[src/rtl/rwle_pkg.sv]
// Shared types and constants for the register write log encoder.
// No dependencies; compile first.
package rwle_pkg;

	localparam int POS_W  = 25;
	localparam int TIME_W = 32;
	localparam int BYTE_W = 8;
	localparam int WLEN_W = 3;

	localparam logic [POS_W-1:0] CAP_RESET = 25'd65536;

	// Stream command bytes
	localparam logic [BYTE_W-1:0] CMD_WAIT_ONE  = 8'hFF;
	localparam logic [BYTE_W-1:0] CMD_WAIT_LONG = 8'hFE;
	localparam logic [BYTE_W-1:0] CMD_END       = 8'hFD;
	localparam logic [BYTE_W-1:0] CMD_WRITE     = 8'h00;

	// Addresses that are logged even when unchanged
	localparam logic [7:0] ADDR_KEYON  = 8'h01;
	localparam logic [7:0] ADDR_NOISE  = 8'h08;
	localparam logic [7:0] ADDR_TIMER  = 8'h14;

	typedef enum logic [1:0] {
		FUNC_WRITE = 2'd0,
		FUNC_LOOP  = 2'd1,
		FUNC_END   = 2'd2,
		FUNC_BEGIN = 2'd3
	} func_t;

	typedef enum logic [2:0] {
		ST_IDLE,
		ST_LOOK,
		ST_PLAN,
		ST_WAIT,
		ST_BODY,
		ST_NONE
	} state_t;

	function automatic logic addr_listed(input logic [7:0] a);
		return a == 8'h01 || a == 8'h08 || (a >= 8'h0F && a <= 8'h12) ||
			a == 8'h14 || a == 8'h18 || a == 8'h19 || a == 8'h1B || a >= 8'h20;
	endfunction

endpackage

[src/rtl/rwle_ifs.sv]
// Valid/ready channel interfaces: command requests, stream items, capacity writes.
// Depends on rwle_pkg.
interface rwle_cmd_if import rwle_pkg::*; ();
	logic                     valid;
	logic                     ready;
	func_t                    func;
	logic [7:0]               reg_addr;
	logic [7:0]               reg_data;
	logic signed [TIME_W-1:0] event_time;

	modport source (output valid, func, reg_addr, reg_data, event_time, input ready);
	modport sink (input valid, func, reg_addr, reg_data, event_time, output ready);
endinterface

interface rwle_stream_if import rwle_pkg::*; ();
	logic              valid;
	logic              ready;
	logic [BYTE_W-1:0] out_byte;
	logic              byte_valid;
	logic              last;
	logic              reg_logged;
	logic [POS_W-1:0]  loop_offset;
	logic [POS_W-1:0]  bytes_used;

	modport source (output valid, out_byte, byte_valid, last, reg_logged, loop_offset,
		bytes_used, input ready);
	modport sink (input valid, out_byte, byte_valid, last, reg_logged, loop_offset,
		bytes_used, output ready);
endinterface

interface rwle_cfg_if import rwle_pkg::*; ();
	logic             valid;
	logic             ready;
	logic [POS_W-1:0] buffer_capacity;

	modport source (output valid, buffer_capacity, input ready);
	modport sink (input valid, buffer_capacity, output ready);
endinterface

[src/rtl/register_write_log_encoder.sv]
// Register write log encoder: turns timestamped sound-chip register writes into a
// wait / write / end command byte stream. Depends on rwle_pkg and rwle_ifs.
//
// Use:
//  - cmd carries one request: register write, loop mark, end of dump or begin of
//    dump. A request is taken only while the sequencer is idle.
//  - stream returns one item per stream byte (wait header, varint digits, write
//    triple, end byte), or a single item with byte_valid low when a request emits
//    nothing. last marks the final item of a request.
//  - cfg writes buffer_capacity; write it only while no request is in flight.
// Sequence:
//  - after a request is taken, the lookup state filters the write against the shadow
//    entry read at accept, the plan state plans the wait and the fit checks, then the
//    byte sequencer emits one item per cycle while the output register is empty or taken.
//  - a request passes lookup, plan, its items, and idle, where the next request is
//    taken; a new request is not taken before the final item of the last has fired.
// Reset: shadow entries invalid, positions and times cleared, capacity 65536.
// Stall: a result waits in the output register; the sequencer holds until the
// receiver takes it, and the next request can enter while the final one waits.
module register_write_log_encoder import rwle_pkg::*; #(
	parameter int REG_COUNT = 256
) (
	input logic          clk,
	input logic          arst_n,
	rwle_cmd_if.sink     cmd,
	rwle_stream_if.source stream,
	rwle_cfg_if.sink     cfg
);

	localparam int AW = $clog2(REG_COUNT);

	// Sequencer state
	state_t state_q, state_d;

	// Architectural state
	logic [POS_W-1:0]  cap_q;
	logic [POS_W-1:0]  wp_q;
	logic [POS_W-1:0]  loop_q;
	logic              ended_q;
	logic [TIME_W-1:0] begin_q;
	logic [TIME_W-1:0] prev_q;

	// Shadow memory: data in a synchronous array, valid bits in flops
	logic [7:0]           shadow_mem [REG_COUNT];
	logic [7:0]           rdata_q;
	logic [REG_COUNT-1:0] shadow_vld_q;

	// Latched request
	func_t             func_q;
	logic [7:0]        addr_q;
	logic [7:0]        data_q;
	logic [TIME_W-1:0] t_q;

	// Per-request plan
	logic              logged_q;
	logic              act_q;
	logic [TIME_W-1:0] d_q;
	logic [30:0]       n_q;
	logic              single_q;
	logic              first_q;
	logic [WLEN_W-1:0] wait_cnt_q;
	logic [1:0]        body_cnt_q;

	// Output register
	logic              out_vld_q;
	logic [BYTE_W-1:0] obyte_q;
	logic              obv_q;
	logic              olast_q;
	logic              ologged_q;
	logic [POS_W-1:0]  oloop_q;
	logic [POS_W-1:0]  oused_q;

	// Combinational
	logic              cmd_fire;
	logic              slot_free;
	logic              fire;
	logic [BYTE_W-1:0] fire_byte;
	logic              fire_bv;
	logic              fire_last;
	logic              listed, same, special, logged;
	logic              sh_we;
	logic              end_act;
	logic [WLEN_W-1:0] wlen;
	logic [POS_W:0]    wp_ext, cap_ext;
	logic [POS_W:0]    wait_sum, body_with, body_none;
	logic [2:0]        body_need;
	logic              wait_fit, wait_go, body_go;

	assign cmd_fire = cmd.valid && cmd.ready;
	assign cfg.ready = 1'b1;

	// Filter in the lookup cycle: read data of the shadow entry is ready now
	always_comb begin
		listed  = addr_listed(addr_q);
		same    = shadow_vld_q[addr_q[AW-1:0]] && (rdata_q == data_q);
		special = addr_q == ADDR_KEYON || addr_q == ADDR_NOISE || addr_q == ADDR_TIMER;
		logged  = func_q == FUNC_WRITE && listed && (!same || special);
		sh_we   = state_q == ST_LOOK && logged;
		end_act = func_q == FUNC_END && wp_q != '0 && !ended_q;
	end

	// Plan: wait length from the delta, then the fit checks against capacity
	always_comb begin
		wlen = '0;
		if (d_q == 32'd1) begin
			wlen = 3'd1;
		end else if (!d_q[31] && d_q >= 32'd2) begin
			priority if (d_q < 32'd130) begin
				wlen = 3'd2;
			end else if (d_q < 32'd16386) begin
				wlen = 3'd3;
			end else if (d_q < 32'd2097154) begin
				wlen = 3'd4;
			end else if (d_q < 32'd268435458) begin
				wlen = 3'd5;
			end else begin
				wlen = 3'd6;
			end
		end
		wp_ext    = {1'b0, wp_q};
		cap_ext   = {1'b0, cap_q};
		body_need = (func_q == FUNC_WRITE) ? 3'd4 : 3'd1;
		wait_sum  = wp_ext + (POS_W+1)'(wlen) + (POS_W+1)'(1);
		body_with = wp_ext + (POS_W+1)'(wlen) + (POS_W+1)'(body_need);
		body_none = wp_ext + (POS_W+1)'(body_need);
		wait_fit  = wait_sum <= cap_ext;
		wait_go   = act_q && wlen != '0 && wait_fit;
		body_go   = act_q && ((wait_go ? body_with : body_none) <= cap_ext);
	end

	// Byte sequencer outputs
	always_comb begin
		cmd.ready = state_q == ST_IDLE;
		slot_free = !out_vld_q || stream.ready;
		fire      = 1'b0;
		fire_byte = '0;
		fire_bv   = 1'b0;
		fire_last = 1'b0;
		unique case (state_q)
			ST_WAIT: begin
				fire    = slot_free;
				fire_bv = 1'b1;
				if (first_q) begin
					fire_byte = single_q ? CMD_WAIT_ONE : CMD_WAIT_LONG;
				end else begin
					fire_byte = {|n_q[30:7], n_q[6:0]};
				end
				fire_last = wait_cnt_q == WLEN_W'(1) && body_cnt_q == '0;
			end
			ST_BODY: begin
				fire    = slot_free;
				fire_bv = 1'b1;
				priority if (func_q == FUNC_END) begin
					fire_byte = CMD_END;
				end else if (body_cnt_q == 2'd3) begin
					fire_byte = CMD_WRITE;
				end else if (body_cnt_q == 2'd2) begin
					fire_byte = addr_q;
				end else begin
					fire_byte = data_q;
				end
				fire_last = body_cnt_q == 2'd1;
			end
			ST_NONE: begin
				fire      = slot_free;
				fire_last = 1'b1;
			end
			ST_IDLE, ST_LOOK, ST_PLAN: begin
			end
			default: begin
			end
		endcase
	end

	// Next state
	always_comb begin
		state_d = state_q;
		unique case (state_q)
			ST_IDLE: if (cmd_fire) state_d = ST_LOOK;
			ST_LOOK: state_d = ST_PLAN;
			ST_PLAN: begin
				if (wait_go) state_d = ST_WAIT;
				else if (body_go) state_d = ST_BODY;
				else state_d = ST_NONE;
			end
			ST_WAIT: begin
				if (fire && wait_cnt_q == WLEN_W'(1))
					state_d = (body_cnt_q != '0) ? ST_BODY : ST_IDLE;
			end
			ST_BODY: if (fire && body_cnt_q == 2'd1) state_d = ST_IDLE;
			ST_NONE: if (fire) state_d = ST_IDLE;
			default: state_d = ST_IDLE;
		endcase
	end

	// Shadow memory: read at accept, write back in the lookup cycle.
	// Requests are serialized, so a read never overlaps a pending write.
	always_ff @(posedge clk) begin
		if (cmd_fire) rdata_q <= shadow_mem[cmd.reg_addr[AW-1:0]];
		if (sh_we) shadow_mem[addr_q[AW-1:0]] <= data_q;
	end

	// Control and architectural state
	always_ff @(posedge clk or negedge arst_n) begin
		if (!arst_n) begin
			state_q      <= ST_IDLE;
			cap_q        <= CAP_RESET;
			wp_q         <= '0;
			loop_q       <= '0;
			ended_q      <= 1'b0;
			begin_q      <= '0;
			prev_q       <= '0;
			shadow_vld_q <= '0;
			out_vld_q    <= 1'b0;
			wait_cnt_q   <= '0;
			body_cnt_q   <= '0;
			first_q      <= 1'b0;
		end else begin
			state_q <= state_d;
			if (cfg.valid && cfg.ready) cap_q <= cfg.buffer_capacity;

			if (sh_we) shadow_vld_q[addr_q[AW-1:0]] <= 1'b1;

			if (state_q == ST_LOOK) begin
				unique case (func_q)
					FUNC_WRITE: begin
					end
					FUNC_LOOP: begin
						loop_q       <= wp_q;
						shadow_vld_q <= '0;
					end
					FUNC_END: begin
						if (end_act) ended_q <= 1'b1;
					end
					FUNC_BEGIN: begin
						begin_q      <= t_q;
						prev_q       <= t_q;
						shadow_vld_q <= '0;
						wp_q         <= '0;
						loop_q       <= '0;
						ended_q      <= 1'b0;
					end
					default: begin
					end
				endcase
			end

			if (state_q == ST_PLAN) begin
				// advance time for an acted request unless it went backwards or the wait did not fit
				if (act_q && !d_q[31] && (wlen == '0 || wait_fit)) prev_q <= t_q;
				wait_cnt_q <= wait_go ? wlen : '0;
				first_q    <= 1'b1;
				if (body_go) body_cnt_q <= (func_q == FUNC_WRITE) ? 2'd3 : 2'd1;
				else body_cnt_q <= '0;
			end

			if (fire) begin
				if (fire_bv) wp_q <= wp_q + POS_W'(1);
				if (state_q == ST_WAIT) begin
					wait_cnt_q <= wait_cnt_q - WLEN_W'(1);
					first_q    <= 1'b0;
				end
				if (state_q == ST_BODY) body_cnt_q <= body_cnt_q - 2'd1;
			end

			if (fire) out_vld_q <= 1'b1;
			else if (stream.ready) out_vld_q <= 1'b0;
		end
	end

	// Payload registers
	always_ff @(posedge clk) begin
		if (cmd_fire) begin
			func_q <= cmd.func;
			addr_q <= cmd.reg_addr;
			data_q <= cmd.reg_data;
			t_q    <= cmd.event_time;
		end
		if (state_q == ST_LOOK) begin
			logged_q <= logged;
			act_q    <= logged || end_act;
			// leading silence after begin counts as no wait
			d_q      <= (prev_q == begin_q) ? '0 : t_q - prev_q;
		end
		if (state_q == ST_PLAN) begin
			n_q      <= 31'(d_q - 32'd2);
			single_q <= d_q == 32'd1;
		end
		if (fire && state_q == ST_WAIT && !first_q) n_q <= n_q >> 7;
		if (fire) begin
			obyte_q   <= fire_byte;
			obv_q     <= fire_bv;
			olast_q   <= fire_last;
			ologged_q <= logged_q;
			oloop_q   <= loop_q;
			oused_q   <= fire_bv ? wp_q + POS_W'(1) : wp_q;
		end
	end

	assign stream.valid       = out_vld_q;
	assign stream.out_byte    = obyte_q;
	assign stream.byte_valid  = obv_q;
	assign stream.last        = olast_q;
	assign stream.reg_logged  = ologged_q;
	assign stream.loop_offset = oloop_q;
	assign stream.bytes_used  = oused_q;

	// A wait byte is only emitted while the write position is below capacity
	a_room: assert property (@(posedge clk) disable iff (!arst_n)
		fire && fire_bv && state_q == ST_WAIT |-> wp_q < cap_q)
		else $error("wait byte emitted without room");

	// The final item of a request returns the sequencer to idle
	a_last_idle: assert property (@(posedge clk) disable iff (!arst_n)
		fire && fire_last |=> state_q == ST_IDLE)
		else $error("sequencer busy after last item");

	// The wait phase always has bytes left to emit
	a_wait_cnt: assert property (@(posedge clk) disable iff (!arst_n)
		state_q == ST_WAIT |-> wait_cnt_q != '0)
		else $error("wait phase with empty count");

	// A logged write leaves its shadow entry valid
	a_shadow_vld: assert property (@(posedge clk) disable iff (!arst_n)
		sh_we |=> shadow_vld_q[$past(addr_q[AW-1:0])])
		else $error("shadow entry not marked valid");

	// No request is taken while one is in flight
	a_serial: assert property (@(posedge clk) disable iff (!arst_n)
		cmd_fire |=> !cmd.ready ##1 !cmd.ready)
		else $error("request accepted during processing");

endmodule

[src/flat_wrapper.sv]
// flat-port wrapper written by rule: the top's interface ports become plain ports
module register_write_log_encoder_flat import rwle_pkg::*;
#(
	parameter int REG_COUNT = 256
)
  (clk, arst_n, cmd_valid, cmd_func, cmd_reg_addr, cmd_reg_data, cmd_event_time, cmd_ready, stream_valid, stream_out_byte, stream_byte_valid, stream_last, stream_reg_logged, stream_loop_offset, stream_bytes_used, stream_ready, cfg_valid, cfg_buffer_capacity, cfg_ready);
  rwle_cmd_if cmd_i ();
  rwle_stream_if stream_i ();
  rwle_cfg_if cfg_i ();
  input logic clk;
  input logic arst_n;
  input wire logic [$bits(cmd_i.valid)-1:0] cmd_valid;
  input wire logic [$bits(cmd_i.func)-1:0] cmd_func;
  input wire logic [$bits(cmd_i.reg_addr)-1:0] cmd_reg_addr;
  input wire logic [$bits(cmd_i.reg_data)-1:0] cmd_reg_data;
  input wire logic [$bits(cmd_i.event_time)-1:0] cmd_event_time;
  output wire logic [$bits(cmd_i.ready)-1:0] cmd_ready;
  output wire logic [$bits(stream_i.valid)-1:0] stream_valid;
  output wire logic [$bits(stream_i.out_byte)-1:0] stream_out_byte;
  output wire logic [$bits(stream_i.byte_valid)-1:0] stream_byte_valid;
  output wire logic [$bits(stream_i.last)-1:0] stream_last;
  output wire logic [$bits(stream_i.reg_logged)-1:0] stream_reg_logged;
  output wire logic [$bits(stream_i.loop_offset)-1:0] stream_loop_offset;
  output wire logic [$bits(stream_i.bytes_used)-1:0] stream_bytes_used;
  input wire logic [$bits(stream_i.ready)-1:0] stream_ready;
  input wire logic [$bits(cfg_i.valid)-1:0] cfg_valid;
  input wire logic [$bits(cfg_i.buffer_capacity)-1:0] cfg_buffer_capacity;
  output wire logic [$bits(cfg_i.ready)-1:0] cfg_ready;
  assign cmd_i.valid = cmd_valid;
  assign cmd_i.func = cmd_func;
  assign cmd_i.reg_addr = cmd_reg_addr;
  assign cmd_i.reg_data = cmd_reg_data;
  assign cmd_i.event_time = cmd_event_time;
  assign cmd_ready = cmd_i.ready;
  assign stream_valid = stream_i.valid;
  assign stream_out_byte = stream_i.out_byte;
  assign stream_byte_valid = stream_i.byte_valid;
  assign stream_last = stream_i.last;
  assign stream_reg_logged = stream_i.reg_logged;
  assign stream_loop_offset = stream_i.loop_offset;
  assign stream_bytes_used = stream_i.bytes_used;
  assign stream_i.ready = stream_ready;
  assign cfg_i.valid = cfg_valid;
  assign cfg_i.buffer_capacity = cfg_buffer_capacity;
  assign cfg_ready = cfg_i.ready;
  register_write_log_encoder #(.REG_COUNT(REG_COUNT)) u_core (.clk(clk), .arst_n(arst_n), .cmd(cmd_i), .stream(stream_i), .cfg(cfg_i));
endmodule
[config.mk]
export PLATFORM = sky130hd
export DESIGN_NAME = register_write_log_encoder_flat
export DESIGN_NICKNAME = d
export VERILOG_FILES = /design/src/rtl/rwle_pkg.sv /design/src/rtl/rwle_ifs.sv /design/src/rtl/register_write_log_encoder.sv /design/src/flat_wrapper.sv
export SDC_FILE = /design/constraint.sdc
export NUM_CORES = 2
export LEC_CHECK = 0
export ABC_AREA = 1
export BUFFER_PORTS_ARGS = -buffer_cell sky130_fd_sc_hd__buf_4
export CORE_ASPECT_RATIO = 1.5
export CORE_MARGIN = 1
export CORE_UTILIZATION = 33
export DETAILED_ROUTE_END_ITERATION = 16
export MAX_ROUTING_LAYER = met4
export PLACE_DENSITY = 0.51
export SYNTH_ARGS = -nofsm -noshare
export SYNTH_HDL_FRONTEND = slang
export SYNTH_SLANG_ARGS = --single-unit
export TNS_END_PERCENT = 50
[constraint.sdc]
create_clock -name clk -period 7.5 [get_ports clk]
set_input_delay 1.5 -clock clk [delete_from_list [all_inputs] [get_ports clk]]
set_output_delay 1.5 -clock clk [all_outputs]
set_load 0.005 [all_outputs]
==> impl_metrics.json <==
{
  "status": "complete, but fails checks",
  "violations": "setup timing",
  "drtAntennaViolNets": 0,
  "syn_area_per_cell_um2": 11.4,
  "rsz0062_at_grt": "true",
  "netSwitchingPower_mw": 11.0,
  "p_comb_share_pct": 18.6,
  "io_pins": 144,
  "max_freq_mhz": 118,
  "switching_share_pct": 28.7,
  "period_needed_ns": 8.51,
  "power.total_mw": 38.3,
  "area_growth_pct": 16.7,
  "slew_headroom_pct": 16.3,
  "hpwl_mm": 219,
  "r2r_slack_ns": -1.01,
  "cts_tree": "done",
  "gr-total-overflow": 0,
  "hold_violations": 0,
  "gp_congestion": 0.892,
  "critPathSlowestCell": "edfxtp_1",
  "worstSetupEndpointType": "flop",
  "core_mm2": 0.334,
  "postCtsHoldBufs": 0,
  "worstSkewPairLatency_ns": 0.89,
  "drv_slew": 0,
  "r2r-start": "u_core.d_q[16]",
  "min_path_type": "reg -> reg",
  "crit_family": "simple AND/OR/NAND/NOR gates",
  "cts_buffers": 267,
  "whs_endpoint": "u_core.stream.reg_logged",
  "intPower_mw": 27.3,
  "synth.top_cells.by_area": "edfxtp_1, dfrtp_1, nor2_1",
  "ys_types": 62,
  "critPathArrivalTime_ns": 9.25,
  "fin_setup_tns_ns": -2.89,
  "use_met3_pct": 2.16,
  "clock_power_share_pct": 34.8,
  "drv_cap": 0,
  "crit_required_ns": 8.24,
  "std_cell_rows": 260,
  "clk_pin_slew_worst_paths_ns": 0.06,
  "r2r_cells": 74,
  "drt-total-wl_mm": 351,
  "peakVddDrop_v": 0.000214,
  "antenna_found_initial": 11,
  "final.fill_count": 32275,
  "ys_ff_latch": 2639,
  "fin_worst_skew_ns": 0.0777,
  "p_per_area_mw_per_mm2": 296,
  "cpMostUsedCell": "nand2_1",
  "cp_max_fo": 4,
  "synthesis.area_mm2": 0.111,
  "cts_buffer_depth": 4,
  "synth_top_cell_by_area": "edfxtp_1",
  "die_y_um": 712,
  "tightestPinTransition_ns": 1.25,
  "crit_path_start_kind": "flop",
  "p_leak_nw": 45.5,
  "gr-max-usage-layer": "met2",
  "synth_ff_type": "edfxtp_1",
  "nNetsFinal": 10354,
  "vias_per_cell": 5.26,
  "cts_root_buf": "clkbuf_16",
  "grt_first_pass_wirelength_mm": 514,
  "place_ws_ns": -2.55,
  "port_buffers": 142,
  "grt_pass1_vias": 77111,
  "hp-start": "u_core.logged_q",
  "cp.buffers_inverters": 12,
  "synth_top_cell_area_share_pct": 60.3,
  "wl_per_cell_um": 23.7,
  "timing.rr.end": "u_core.state_q[0]",
  "grt_usage_pct": 20.9,
  "use_met2_pct": 36.1,
  "setup-violations-final": 3,
  "critical_path_class": "reg -> reg",
  "synth-edff-count": 2226,
  "drtPass1Iterations": 6,
  "drc_errors": 0,
  "setup_slack_ns": -1.01,
  "htreeDepth": 5,
  "cpPeakStageDelay_ns": 0.42,
  "die-area_mm2": 0.338,
  "yosys_warnings": 0,
  "grt_max_degree": 227,
  "vias": 77990,
  "min_path_cells": 0,
  "numClockSinks": 2639,
  "seq_power_share_pct": 46.6,
  "drive_gt1_share_pct": 12.1,
  "synthArstFlopShare_pct": 15.4,
  "seq_area_frac_synth_pct": 69.6,
  "dieWidth_um": 475,
  "post-route-period-util_pct": 113,
  "start_util_pct": 33.2,
  "use_met1_pct": 24.7,
  "syn_inst": 9691,
  "drt_iter0_drc": 7492
}
[power groups by stage]
| stage | logic, mW | clock network, mW | registers, mW |
|---|---|---|---|
| after CTS | 7.02 | 13.6 | 17.9 |
| after detailed placement | 6.82 | 0 | 18.2 |
| after global placement | 6.77 | 0 | 18.1 |
| after floorplan | 3.45 | 0 | 18.4 |
| after global routing | 7.80 | 14.1 | 17.9 |
| final | 7.13 | 13.3 | 17.9 |
[cell usage after synthesis, types with 7 or more instances]
| cell type | count |
|---|---|
| a21boi_0 | 7 |
| a21oi_1 | 396 |
| a22oi_1 | 119 |
| a31oi_1 | 16 |
| buf_1 | 18 |
| buf_2 | 44 |
| clkbuf_1 | 549 |
| dfrtp_1 | 405 |
| dfxtp_1 | 7 |
| edfxtp_1 | 2226 |
| ha_1 | 98 |
| inv_1 | 387 |
| inv_2 | 8 |
| mux2_2 | 29 |
| nand2_1 | 547 |
| nand2_2 | 10 |
| nand3_1 | 92 |
| nand4_1 | 60 |
| nor2_1 | 2181 |
| nor2_2 | 18 |
| nor2_4 | 7 |
| nor3_1 | 24 |
| nor4_1 | 26 |
| o211ai_1 | 9 |
| o21a_1 | 11 |
| o21ai_0 | 1513 |
| o221ai_1 | 7 |
| o22ai_1 | 677 |
| o32ai_1 | 39 |
| or2_2 | 7 |
| xnor2_1 | 38 |
| xor2_1 | 52 |
[worst max-delay path by stage]
stage | depth (start not counted) | from | slack [ns] | end
2_1_floorplan | 77 | u_core.d_q[1] | -0.43 | u_core.state_q[0]
6_report | 74 | u_core.d_q[16] | -1.01 | u_core.state_q[0]
3_3_place_gp | 71 | u_core.d_q[13] | -2.53 | u_core.state_q[0]
3_5_place_dp | 74 | u_core.d_q[13] | -2.55 | u_core.state_q[0]
5_1_grt | 74 | u_core.d_q[16] | -1.73 | u_core.state_q[0]
4_1_cts | 74 | u_core.d_q[17] | -1.45 | u_core.state_q[0]
[flip-flops by register name, summed over array words and instances (netlist names), 2 cells and up]
name	count
u_core.stream.bytes_used	25
u_core.shadow_mem	2048
u_core.shadow_vld_q	256
u_core.cap_q	25
u_core.stream.out_byte	8
u_core.func_q	2
u_core.d_q	32
u_core.n_q	31
u_core.wp_q	25
u_core.loop_q	25
u_core.t_q	32
u_core.wait_cnt_q	3
u_core.addr_q	8
u_core.begin_q	32
u_core.stream.loop_offset	25
u_core.body_cnt_q	2
u_core.state_q	3
u_core.prev_q	32
u_core.data_q	8
u_core.rdata_q	8
[cell families (layout without fill, tap and decap cells)]
| family | after synthesis | count (layout) | share of synthesized area (%) |
|---|---|---|---|
| flip-flops | 2639 | 2639 | 69.6 |
| XOR/XNOR | 90 | 90 | 0.711 |
| AND/OR/NAND/NOR | 2986 | 2986 | 10.6 |
| other | 2 | 184 | 0.00677 |
| multiplexers | 30 | 30 | 0.304 |
| AO/OA/AOI/OAI | 2823 | 2823 | 14.1 |
| buffers and inverters | 1021 | 1531 | 3.55 |
| adder cells (fa/ha/maj) | 100 | 100 | 1.14 |
[cell usage in the layout, fill, tap and decap left out, drive strengths merged, types with 3 or more instances in the layout]
master    instances
o21a             11
bufinv           20
a22oi           119
o211ai            9
nor2           2206
diode             7
o32ai            39
and2              3
nand2           559
conb            177
a211oi            3
clkbuf          335
a21boi            7
edfxtp         2226
dfrtp           405
nor4             26
clkinv           98
o31ai             4
o22ai           677
xnor2            38
or2               7
xor2             52
nor3             24
clkinvlp          9
nand3            94
o21bai            4
inv             410
o21ai          1519
buf             659
o221ai            7
dfxtp             7
mux2             29
ha               98
a31oi            16
nand3b            3
nand4            60
a21oi           396
[metrics by stage]
| step | std cells | utilization [%] | hold slack (ns) | cell area [um2] |
|---|---|---|---|---|
| global route | 14834 | 38.7 | 0.450 | 129000 |
| finish | 14837 | 38.7 | 0.432 | 129000 |
| CTS | 14809 | 38.6 | 0.432 | 129000 |
| global placement | 14312 | 35.9 | 0.412 | 120000 |
| detailed placement | 14312 | 35.9 | 0.416 | 120000 |
| floorplan | 9866 | - | 0.400 | 112000 |
[what timing repair did]
action,4_1_cts,5_1_grt
setup buffers,26,21
cloned,0,0
endpoints found under the hold margin,0,0
gates resized for setup,76,83
setup endpoints to repair,3,3
pin swaps,43,90
[per-layer routing]
| layer | part of all wire, % | vias up |
|---|---|---|
| met3 | 5.1 | 596 |
| met4 | 4.3 | 0 |
| met5 | 0 | - |
| met2 | 52 | 2477 |
| met1 | 39 | 39221 |
| li1 | - | 35696 |
[layout make-up]
type                    instances  area (um2)  share of cell area [%]
flip-flops and latches       2639       77100                    59.6
multi-input cells            6206       31200                    24.1
clock buffers                 335        7250                    5.60
well taps                    4454        5570                    4.31
repair buffers                659        5370                    4.15
inverters                     401        1530                    1.18
clock inverters               136        1270                   0.981
diodes                          7        17.5                  0.0135
[worst reg2reg max path, delay by kind of cell (launching register included)]
kind            cells  cell delay, ns
simple gates       49            4.22
flops               1            0.42
fa+ha+maj           4            0.95
buf+inv            12            1.52
compound gates      7            1.05
xor+xnor            2            0.29
No activity file was read; power rests on OpenSTA's default activity.
